**src/hw/rtl/ascm_pkg.sv**
```systemverilog
`timescale 1ns / 1ps

package ascm_pkg;

	localparam int MAP_W      = 26;   // highest slot in use is 25
	localparam int SLOT_W     = 5;
	localparam int FRAME_W    = 13;
	localparam int CHAN_W     = 5;
	localparam int DMA_W      = 18;
	localparam int WORD_W     = 32;
	localparam int PCM_W      = 6;
	localparam int PORT_W     = 4;
	localparam int CFG_IDX_W  = 2;
	localparam int CFG_DATA_W = 6;

	localparam int SLOT_BUFFER_SAMPLES_DEF = 8192;

	typedef enum logic [CFG_IDX_W-1:0] {
		REG_CARD_KIND,
		REG_PORT_ENABLES,
		REG_SPEED_MODE,
		REG_PCM_CHANNELS
	} cfg_reg_t;

	typedef enum logic [1:0] {
		SPEED_SINGLE,
		SPEED_DOUBLE,
		SPEED_QUAD
	} speed_t;

	localparam logic CARD_SIXTEEN     = 1'b0;
	localparam logic CARD_TRIPLE_ADAT = 1'b1;

	localparam logic [MAP_W-1:0] ADAT_SINGLE = MAP_W'(32'h0000_00ff);
	localparam logic [MAP_W-1:0] ADAT_DOUBLE = MAP_W'(32'h0000_00aa);
	localparam logic [MAP_W-1:0] K0_SPDIF    = MAP_W'(32'h3) << 8;
	localparam logic [MAP_W-1:0] K0_LINE     = MAP_W'(32'h3) << 10;
	localparam logic [MAP_W-1:0] K0_EXT      = MAP_W'(32'hf) << 12;
	localparam logic [MAP_W-1:0] K1_SPDIF    = MAP_W'(32'h3) << 24;

	localparam logic [PCM_W-1:0] PCM_CHANNELS_RST = PCM_W'(2);

	typedef struct packed {
		logic              card_kind;
		logic [PORT_W-1:0] port_enables;
		logic [1:0]        speed_mode;
		logic [PCM_W-1:0]  pcm_channels;
	} cfg_t;

	typedef struct packed {
		logic              present;
		logic [SLOT_W-1:0] slot;
	} sel_t;

	// Slots of one ADAT port; quad speed (and the unused fourth code) carries none.
	function automatic logic [MAP_W-1:0] adat_group(logic [1:0] speed);
		logic [MAP_W-1:0] g;
		unique case (speed)
			SPEED_SINGLE: g = ADAT_SINGLE;
			SPEED_DOUBLE: g = ADAT_DOUBLE;
			default:      g = '0;
		endcase
		return g;
	endfunction

	function automatic logic [MAP_W-1:0] slot_bitmap(cfg_t c);
		logic [MAP_W-1:0] map;
		logic [MAP_W-1:0] adat;
		map  = '0;
		adat = adat_group(c.speed_mode);
		if (c.card_kind == CARD_SIXTEEN) begin
			if (c.port_enables[0]) map |= adat;
			if (c.port_enables[1]) map |= K0_SPDIF;
			if (c.port_enables[2]) map |= K0_LINE;
			if (c.port_enables[3]) map |= K0_EXT;
		end else if (c.speed_mode == SPEED_SINGLE || c.speed_mode == SPEED_DOUBLE) begin
			if (c.port_enables[0]) map |= adat;
			if (c.port_enables[1]) map |= adat << 8;
			if (c.port_enables[2]) map |= adat << 16;
			if (c.port_enables[3]) map |= K1_SPDIF;
		end
		return map;
	endfunction

endpackage

```
**src/hw/rtl/ascm_cfg_regs.sv**
```systemverilog
`timescale 1ns / 1ps

module ascm_cfg_regs (
	input  logic                              clk,
	input  logic                              arst_n,
	input  logic                              wr_en,
	input  logic [ascm_pkg::CFG_IDX_W-1:0]    wr_index,
	input  logic [ascm_pkg::CFG_DATA_W-1:0]   wr_data,
	output ascm_pkg::cfg_t                    cfg
);

	ascm_pkg::cfg_t cfg_q;

	always_ff @(posedge clk or negedge arst_n) begin
		if (!arst_n) begin
			cfg_q.card_kind    <= ascm_pkg::CARD_SIXTEEN;
			cfg_q.port_enables <= '0;
			cfg_q.speed_mode   <= ascm_pkg::SPEED_SINGLE;
			cfg_q.pcm_channels <= ascm_pkg::PCM_CHANNELS_RST;
		end else if (wr_en) begin
			unique case (ascm_pkg::cfg_reg_t'(wr_index))
				ascm_pkg::REG_CARD_KIND:    cfg_q.card_kind    <= wr_data[0];
				ascm_pkg::REG_PORT_ENABLES: cfg_q.port_enables <= wr_data[ascm_pkg::PORT_W-1:0];
				ascm_pkg::REG_SPEED_MODE:   cfg_q.speed_mode   <= wr_data[1:0];
				ascm_pkg::REG_PCM_CHANNELS: cfg_q.pcm_channels <= wr_data[ascm_pkg::PCM_W-1:0];
				default: ;
			endcase
		end
	end

	assign cfg = cfg_q;

endmodule

```
**src/hw/rtl/ascm_slot_sel.sv**
```systemverilog
`timescale 1ns / 1ps

module ascm_slot_sel (
	input  ascm_pkg::cfg_t                  cfg,
	input  logic [ascm_pkg::CHAN_W-1:0]     chan,
	output ascm_pkg::sel_t                  sel
);

	logic [ascm_pkg::MAP_W-1:0]  map;
	logic [ascm_pkg::MAP_W-1:0]  hit;
	logic [ascm_pkg::SLOT_W-1:0] slot;
	logic                        in_range;

	assign map = ascm_pkg::slot_bitmap(cfg);

	// Cutting the map to the first pcm_channels slots only drops channels at or
	// above pcm_channels, so a plain compare stands in for the cut.
	assign in_range = {1'b0, chan} < cfg.pcm_channels;

	// Prefix popcount: slot i is hit when it is set and exactly chan set slots lie below it.
	always_comb begin
		for (int i = 0; i < ascm_pkg::MAP_W; i++) begin
			hit[i] = map[i] && (ascm_pkg::CHAN_W'($countones(
				map & ((ascm_pkg::MAP_W'(1) << i) - ascm_pkg::MAP_W'(1)))) == chan);
		end
	end

	// Encode the one-hot hit vector.
	always_comb begin
		slot = '0;
		for (int i = 0; i < ascm_pkg::MAP_W; i++) begin
			if (hit[i]) slot |= ascm_pkg::SLOT_W'(i);
		end
	end

	assign sel.present = in_range && (|hit);
	assign sel.slot    = sel.present ? slot : '0;

endmodule

```
**src/hw/rtl/audio_slot_channel_mapper_top.sv**
```systemverilog
`timescale 1ns / 1ps
// Channel    Handshake              Payload
// ---------  ---------------------  -----------------------------------------------
// command    start / busy           frame_pos, channel_index, sample_word, last_sample
// result     result_valid (strobe)  dma_index, slot_number, channel_present,
//                                   sample_out, last_out
// config     cfg_valid / cfg_ready  cfg_index, cfg_data
//
// A word is taken at every edge with start high and busy low, one word per clock;
// its result strobes once it has passed the input register, the slot select logic
// and the result register.
// busy and cfg_ready are held off only in reset and until busy_q clears after it.
// The receiver cannot stall; results are never held back.
module audio_slot_channel_mapper_top #(
	parameter int SLOT_BUFFER_SAMPLES = ascm_pkg::SLOT_BUFFER_SAMPLES_DEF
) (
	input  logic                               clk,
	input  logic                               arst_n,
	// command channel
	input  logic                               start,
	output logic                               busy,
	input  logic [ascm_pkg::FRAME_W-1:0]       frame_pos,
	input  logic [ascm_pkg::CHAN_W-1:0]        channel_index,
	input  logic [ascm_pkg::WORD_W-1:0]        sample_word,
	input  logic                               last_sample,
	// result channel
	output logic                               result_valid,
	output logic [ascm_pkg::DMA_W-1:0]         dma_index,
	output logic [ascm_pkg::SLOT_W-1:0]        slot_number,
	output logic                               channel_present,
	output logic [ascm_pkg::WORD_W-1:0]        sample_out,
	output logic                               last_out,
	// configuration channel
	input  logic                               cfg_valid,
	output logic                               cfg_ready,
	input  logic [ascm_pkg::CFG_IDX_W-1:0]     cfg_index,
	input  logic [ascm_pkg::CFG_DATA_W-1:0]    cfg_data
);

	// Per-slot stride; the address wraps at the DMA index width.
	localparam logic [ascm_pkg::DMA_W-1:0] BUF_STRIDE =
		ascm_pkg::DMA_W'(SLOT_BUFFER_SAMPLES);

	logic                            busy_q;
	logic                            accept;

	logic                            vld_s1;
	logic [ascm_pkg::FRAME_W-1:0]    frame_s1;
	logic [ascm_pkg::CHAN_W-1:0]     chan_s1;
	logic [ascm_pkg::WORD_W-1:0]     word_s1;
	logic                            last_s1;

	ascm_pkg::cfg_t                  cfg;
	ascm_pkg::sel_t                  sel;
	logic [ascm_pkg::DMA_W-1:0]      dma_next;

	logic                            vld_s2;
	logic [ascm_pkg::DMA_W-1:0]      dma_s2;
	logic [ascm_pkg::SLOT_W-1:0]     slot_s2;
	logic                            present_s2;
	logic [ascm_pkg::WORD_W-1:0]     word_s2;
	logic                            last_s2;

	// Hold busy through reset until this register clears, then stay open every cycle.
	always_ff @(posedge clk or negedge arst_n) begin
		if (!arst_n) begin
			busy_q <= 1'b1;
		end else begin
			busy_q <= 1'b0;
		end
	end

	assign busy      = busy_q;
	assign cfg_ready = !busy_q;
	assign accept    = start && !busy_q;

	ascm_cfg_regs u_cfg (
		.clk      (clk),
		.arst_n   (arst_n),
		.wr_en    (cfg_valid && cfg_ready),
		.wr_index (cfg_index),
		.wr_data  (cfg_data),
		.cfg      (cfg)
	);

	// Input register: capture the command word.
	always_ff @(posedge clk or negedge arst_n) begin
		if (!arst_n) begin
			vld_s1 <= 1'b0;
		end else begin
			vld_s1 <= accept;
		end
	end

	always_ff @(posedge clk) begin
		if (accept) begin
			frame_s1 <= frame_pos;
			chan_s1  <= channel_index;
			word_s1  <= sample_word;
			last_s1  <= last_sample;
		end
	end

	// Slot select: the user keeps cfg stable while words are in flight; not enforced.
	ascm_slot_sel u_sel (
		.cfg  (cfg),
		.chan (chan_s1),
		.sel  (sel)
	);

	// Absent channels get a zero address.
	assign dma_next = sel.present
		? ascm_pkg::DMA_W'(ascm_pkg::DMA_W'(sel.slot) * BUF_STRIDE)
			+ ascm_pkg::DMA_W'(frame_s1)
		: '0;

	// Result register: strobe for one cycle per word.
	always_ff @(posedge clk or negedge arst_n) begin
		if (!arst_n) begin
			vld_s2 <= 1'b0;
		end else begin
			vld_s2 <= vld_s1;
		end
	end

	always_ff @(posedge clk) begin
		if (vld_s1) begin
			dma_s2     <= dma_next;
			slot_s2    <= sel.slot;
			present_s2 <= sel.present;
			word_s2    <= word_s1;
			last_s2    <= last_s1;
		end
	end

	assign result_valid    = vld_s2;
	assign dma_index       = dma_s2;
	assign slot_number     = slot_s2;
	assign channel_present = present_s2;
	assign sample_out      = word_s2;
	assign last_out        = last_s2;

endmodule

```
**config.mk**
```make
export PLATFORM = sky130hd
export DESIGN_NAME = audio_slot_channel_mapper_top
export DESIGN_NICKNAME = d
export VERILOG_FILES = /design/src/hw/rtl/ascm_pkg.sv /design/src/hw/rtl/ascm_cfg_regs.sv /design/src/hw/rtl/ascm_slot_sel.sv /design/src/hw/rtl/audio_slot_channel_mapper_top.sv
export SDC_FILE = /design/constraint.sdc
export NUM_CORES = 1
export LEC_CHECK = 0
export ABC_AREA = 1
export BUFFER_PORTS_ARGS = -buffer_cell sky130_fd_sc_hd__buf_2
export CAP_MARGIN = 20
export CORE_UTILIZATION = 40
export DETAILED_ROUTE_END_ITERATION = 8
export PLACE_DENSITY = 0.58
export SLEW_MARGIN = 15
export SYNTH_ARGS = -nofsm -noshare
export SYNTH_HDL_FRONTEND = slang
export SYNTH_SLANG_ARGS = --single-unit
```
**constraint.sdc**
```tcl
create_clock -name clk -period 11.45 [get_ports clk]
set_input_delay 1.145 -clock clk [delete_from_list [all_inputs] [get_ports clk]]
set_output_delay 1.145 -clock clk [all_outputs]
set_load 0.01 [all_outputs]
```
======== Word-level counts from Yosys, hierarchy flattened ========
Index checks and enable logic that the tools add are counted.
storage, ports and cells
  bits in registers ....................... 124
  input port bits ......................... 63
  output and inout port bits .............. 60
  logic and storage cells ................. 203
cells by class
  add/subtract/negate cells ............... 55
  magnitude comparators ................... 1
  equality and inequality tests ........... 33
  multiplexer cells ....................... 57
  bitwise operators ....................... 2
  reductions and logical operators ........ 39
operators with widths
  operator                                               count
  26-bit two-way mux                                     19
  5-bit equality test                                    24
  5-bit adder                                            22
  5-bit two-way mux                                      11
  26-bit bitwise OR                                      2
  5-bit by 1-bit adder with 5-bit output                 10
  4-bit two-way mux                                      10
  1-bit logical AND                                      29
  26-bit OR reduction                                    1
  1-bit by 1-bit adder with 2-bit output                 12
  18-bit by 13-bit adder with 18-bit output              1
  2-bit by 2-bit adder with 3-bit output                 6
  16-bit two-way mux                                     1
  8-bit case mux with 2 select lines                     1
  12-bit two-way mux                                     1
  3-bit two-way mux                                      4
  6-bit two-way mux                                      2
  10-bit two-way mux                                     1
  2-bit two-way mux                                      4
  2-bit != test (second input constant)                  4
  2-bit AND reduction                                    4
  2-bit by 1-bit adder with 3-bit output                 2
  5-bit by 6-bit less-than comparator with 1-bit output  1
  3-bit by 5-bit adder with 5-bit output                 1
  9 further kinds                                        14

======== Depth between registers and ports, before layout ========
  depth in word-level cells ............... 48
  depth in mapped cells ................... 30
  depth with buffers taken out ............ 29

======== Cells and area by module ========
From an unflattened synthesis, not the netlist that was laid out.
unflattened totals
  cell total of the unflattened synthesis .. 898
  area, all modules ....................... 8,077.7 um^2
by module, submodules not included
  module                         times used  cells an instance  area an instance (um^2)  seq. area each (um^2)
  ascm_slot_sel                  1           680                3,998.8                  0.0
  audio_slot_channel_mapper_top  1           155                3,510.9                  3,319.4
  ascm_cfg_regs                  1           63                 568.0                    326.6

======== Worst setup path before layout ========
OpenSTA, ideal clock, no wires.
  kind .................................... register to register
  start ................................... register u_cfg.cfg_q (netlist bit u_cfg.cfg[6])
  end ..................................... register dma_s2 (netlist bit dma_index[15]), data pin
  setup time .............................. 0.262 ns
  data arrival time ....................... 5.051 ns
  required time ........................... 11.188 ns
  slack ................................... 6.138 ns
  stages on the path, launching flop included .. 24
  path buffers ............................ 2
  period minus slack after synthesis ...... 5.312 ns
  cells stage by stage .................... dfrtp_1 buf_2 nand2_1 inv_1 nor2_1 ha_1 fa_1 ha_1 fa_1 ha_1 ha_1 xor2_1 ha_1 fa_1 xnor2_1 xor2_1 nor2_1 nand2_1 nand3_1 nor2_2 nand3_2 nand2_2 buf_6 nor2_2
on the way
  longest elaborated chain between the ends .. 48
  elaborated cells between the ends (all ways) .. 162
  those cells by class .................... add/sub: 55; eq/ne: 26; mux: 49; bitwise: 2; reduce/logical: 30
RTL lines
  what                                                                                      RTL line                              source
  start: declaration                                                                        ascm_cfg_regs.sv:12                   ascm_pkg::cfg_t cfg_q;
  2-bit by 1-bit equality test with 1-bit output / 2-bit zero test (equally long branches)  ascm_pkg.sv:58, ascm_pkg.sv:76
  8-bit case mux with 2 select lines                                                        ascm_pkg.sv:58                        unique case (speed)
  26-bit two-way mux                                                                        ascm_pkg.sv:72, ascm_pkg.sv:77
  26-bit two-way mux                                                                        ascm_pkg.sv:76                        end else if (c.speed_mode == SPEED_SINGLE || c.speed_mode == SPEED_DOUBLE) begin
  26-bit two-way mux                                                                        ascm_pkg.sv:71                        if (c.card_kind == CARD_SIXTEEN) begin
  26-bit bitwise OR                                                                         ascm_pkg.sv:78                        if (c.port_enables[1]) map |= adat << 8;
  26-bit two-way mux                                                                        ascm_pkg.sv:78
  26-bit two-way mux                                                                        ascm_pkg.sv:76
  (+4 left out)                                                                             --
  26-bit two-way mux                                                                        ascm_pkg.sv:71
  26-bit two-way mux                                                                        ascm_pkg.sv:80                        if (c.port_enables[3]) map |= K1_SPDIF;
  26-bit two-way mux                                                                        ascm_pkg.sv:76
  26-bit two-way mux                                                                        ascm_pkg.sv:71
  26-bit two-way mux                                                                        ascm_pkg.sv:76
  26-bit two-way mux                                                                        ascm_pkg.sv:71
  26-bit two-way mux *                                                                      ascm_pkg.sv:71
  parallel branches: the longest is 29 deep, another holds 5-bit adder                      --
  end signal: assignment                                                                    audio_slot_channel_mapper_top.sv:128  dma_s2 <= dma_next;
  end: declaration                                                                          audio_slot_channel_mapper_top.sv:58   logic [ascm_pkg::DMA_W-1:0] dma_s2;
Every way passes the cells marked *. The select of a mux whose other input is x is not followed.
A chain may end at the register's enable or synchronous reset.

======== Worst setup path in the final report ========
  start ................................... register u_cfg.cfg_q (netlist bit u_cfg.cfg[6])
  end ..................................... register dma_s2 (netlist bit dma_index[8]), data pin
on the way
  longest elaborated chain between the ends .. 28
  elaborated cells between the ends (all ways) .. 135
  those cells by class .................... add/sub: 54; eq/ne: 26; mux: 23; bitwise: 2; reduce/logical: 30
RTL lines
  what                                                                                      RTL line                        source
  2-bit by 1-bit equality test with 1-bit output / 2-bit zero test (equally long branches)  ascm_pkg.sv:58, ascm_pkg.sv:76
  8-bit case mux with 2 select lines                                                        ascm_pkg.sv:58
  26-bit two-way mux                                                                        ascm_pkg.sv:72, ascm_pkg.sv:77
  26-bit two-way mux                                                                        ascm_pkg.sv:76
  26-bit two-way mux                                                                        ascm_pkg.sv:71
  26-bit bitwise OR                                                                         ascm_pkg.sv:78
  26-bit two-way mux                                                                        ascm_pkg.sv:78
  26-bit two-way mux                                                                        ascm_pkg.sv:76
  (+11 left out)                                                                            --
  1-bit by 1-bit adder with 2-bit output                                                    ascm_slot_sel.sv:24             map & ((ascm_pkg::MAP_W'(1) << i) - ascm_pkg::MAP_W'(1)))) == chan);
  2-bit by 2-bit adder with 3-bit output                                                    ascm_slot_sel.sv:24
  5-bit adder (2 in series)                                                                 ascm_slot_sel.sv:24
  5-bit by 1-bit adder with 5-bit output / 5-bit adder (equally long branches)              ascm_slot_sel.sv:24
  5-bit equality test                                                                       ascm_slot_sel.sv:24
  1-bit logical AND                                                                         ascm_slot_sel.sv:23             hit[i] = map[i] && (ascm_pkg::CHAN_W'($countones(
  26-bit OR reduction *                                                                     ascm_slot_sel.sv:36             assign sel.present = in_range && (|hit);
  1-bit logical AND *                                                                       ascm_slot_sel.sv:36
Every way passes the cells marked *; elsewhere a longest branch is shown, timed or not. The select of a mux whose other input is x is not followed.

==> summary.txt <==
Antenna Nets Post-Route: 0
Number of I/O port buffers: 122
Area grow syn2layout: 18.7%
GP Congestion: 0.877
Worst min-delay path class: reg -> reg
XOR/XNOR share of the synthesized area: 0.0577
CP most frequent cell: ha_1
Num rows: 50
Post-synthesis mux area share: 0.00143
H-tree Lvls: 4
Data required, critical path: 11.58 ns
FMAX: 164 MHz
Peak supply drop: 0.133 mV
DR vias/cell: 4.65
Synth area leaders: edfxtp_1 41%, nand2_1 12%, ha_1 7.8%
Largest net degree at the start of global routing: 59
Worst path cell trace: nand2_1, inv_1, nor2_1, ha_1, fa_1, ha_1, fa_1, ha_1, ha_1, xor2_1, ha_1, fa_1, xnor2_1, xor2_1, nor2_1, nand2_1, nand3_1, nor2_2, nand3_2, nand2_2, nor2_1
Synth Area in Simple Gates: 0.240
TritonCTS clock tree: yes
Synth top area share: 0.413
Slew headroom: 0.482
Clock sinks: 124
Maxcap violations: 0
Worst slew pin tran: 0.777 ns
FF-to-FF path depth: 21
Syn_area_per_cell: 9.06 um^2
Mapped Area: 0.00785 mm^2
Placed cell area: 0.00872 mm^2
CP startpoint: u_cfg.cfg[6]
CP Class: reg -> reg
Antenna violations before repair: 0
Register area share after synthesis: 0.464
Vias in the first global route: 5779
1st-pass router iterations: 4
Crit path depth: 21
PD cells: 254 mW/mm^2
Final count of negative-setup-slack endpoints: 0
Leakage power: 4.52 nW
CTS Hold Bufs: 0
Minimum clock period: 6.08 ns
CTS root buffer: clkbuf_16
CP Capture Type: flip-flop
Sum Neg Setup Slack: 0 ns
IO Pins: 123
Worst skew pair latency: 0.41 ns
Post-synth EDFFs: 108
Top FF cell, synth: edfxtp_1
Synth Register Bits: 124
Max incr delay on CP: 0.53 ns
Post-CTS resize count: 0
Ys Warns: 0
RSZ-0062 raised after global routing: false
Reg2Reg Setup Slack: 5.37 ns
Final net count: 1134
# DRC: 0
CP Max Fanout: 22
Antenna cells: 0
Mapped Cells: 867
Synth cell types: 37
GRT overflow: 0
Starting Density: 0.414
Final Cell Area: 0.00932 mm^2
Crit path max-delay family: adder cells
Clk_skew: 0.0123 ns
Die area: 0.0202 mm^2
Synth cell count leaders: 241 x nand2_1, 116 x inv_1, 108 x edfxtp_1
Main combinational cell family by area after synthesis: simple AND/OR/NAND/NOR gates
DP HPWL: 13800 um
Drt initial violations: 333
Most numerous cell in the Yosys netlist: nand2_1
Die W: 142 um
Area leader, netlist: edfxtp_1
Wire length per cell: 14.4 um
Core box area: 0.0190 mm^2
FF-to-FF Start: u_cfg.cfg[6]
Clock Tree Buf Depth: 2
Final hold violation count: 0
FFs w/ async S/R, synth: 0.129
Status: finished clean
Critical Path AT: 6.21 ns
Max Slew Vio Count: 0
Reg2reg end: dma_index[8]
Crit path buf inv count: 1
GRT Total Usage: 0.192
Vias: 5927
Proportion of layout cells with a drive suffix above 1: 0.197
Post-route clock period utilization: 0.531
Total CTS buffers: 17
First-pass GRT wire length: 29600 um
Worst setup endpoint: dma_index[8]
Clock-pin transition on the worst setup and hold timing paths: 0.06 ns
Post-CTS Setup Bufs: 0
Startpoint Class: flip-flop
Total Wirelength: 18300 um
Synth Area in Adders: 0.132
Complex-gate fraction of the synthesized area: 0.0271
Die height: 142 um
Slowest CP cell: ha_1
[where the power goes]
part / switching, W / internal (W)
sequential: 0.0000176 / 0.000532
clock: 0.000221 / 0.000312
combinational: 0.000799 / 0.000487
[routing by layer]
layer	track usage	up-vias	part of all wire
li1	-	3041	-
met1	0.249	2717	0.45
met2	0.315	144	0.48
met3	0.0458	25	0.056
met4	0.0628	0	0.019
met5	0	-	0
[stage by stage]
step | worst slack, ns | total power (W) | utilization | cells | hold WS [ns]
2_1_floorplan | 6.14 | 0.00159 | - | 872 | 0.400
3_3_place_gp | 5.53 | 0.00183 | 0.460 | 1242 | 0.400
3_5_place_dp | 5.42 | 0.00184 | 0.460 | 1242 | 0.405
4_1_cts | 5.36 | 0.00238 | 0.492 | 1274 | 0.419
5_1_grt | 4.89 | 0.00260 | 0.492 | 1274 | 0.425
6_report | 5.37 | 0.00237 | 0.492 | 1274 | 0.417
[worst min-delay path by stage]
stage,depth (start not counted),from,end
global route,0,word_s1[7],sample_out[7]
detailed placement,0,word_s1[15],sample_out[15]
CTS,0,word_s1[6],sample_out[6]
finish,0,word_s1[23],sample_out[23]
global placement,0,last_s1,last_out
floorplan,0,last_s1,last_out
[state kept, by name, summed over array words and instances (netlist names)]
name and cells:
vld_s1 1, dma_index 18, last_s1 1, channel_present 1, busy 1, u_cfg.cfg 13, sample_out 32, last_out 1
slot_number 5, frame_s1 13, chan_s1 5, word_s1 32, result_valid 1
[area by class of cell]
cell class              count  area [um^2]
fillers                  1799         9640
flip-flops and latches    124         3650
multi-input cells         607         3630
repair buffers            127          648
inverters                 124          465
clock buffers              17          425
well taps                 260          325
clock inverters            15          176
[layout by cell type, fill, tap and decap left out, types with 8 or more instances in the layout]
master and count:
clkbuf_16 17, nand3_1 76, xor2_1 24, nand2_1 241, inv_1 116, edfxtp_1 108
ha_1 49, fa_1 21, nor2_1 76, buf_2 122, nand2_2 8, xnor2_1 24
nor2_2 12, dfrtp_1 13, o21ai_0 23, a21oi_1 13
[cell families after synthesis]
kind of cell,after synthesis
other,2
buffers and inverters,141
muxes,1
AOI/OAI and AO/OA,41
xor gates and xnor gates,50
adders and majority gates,70
DFF,124
and+or+nand+nor,438
Power figures use the tool's default switching activity.
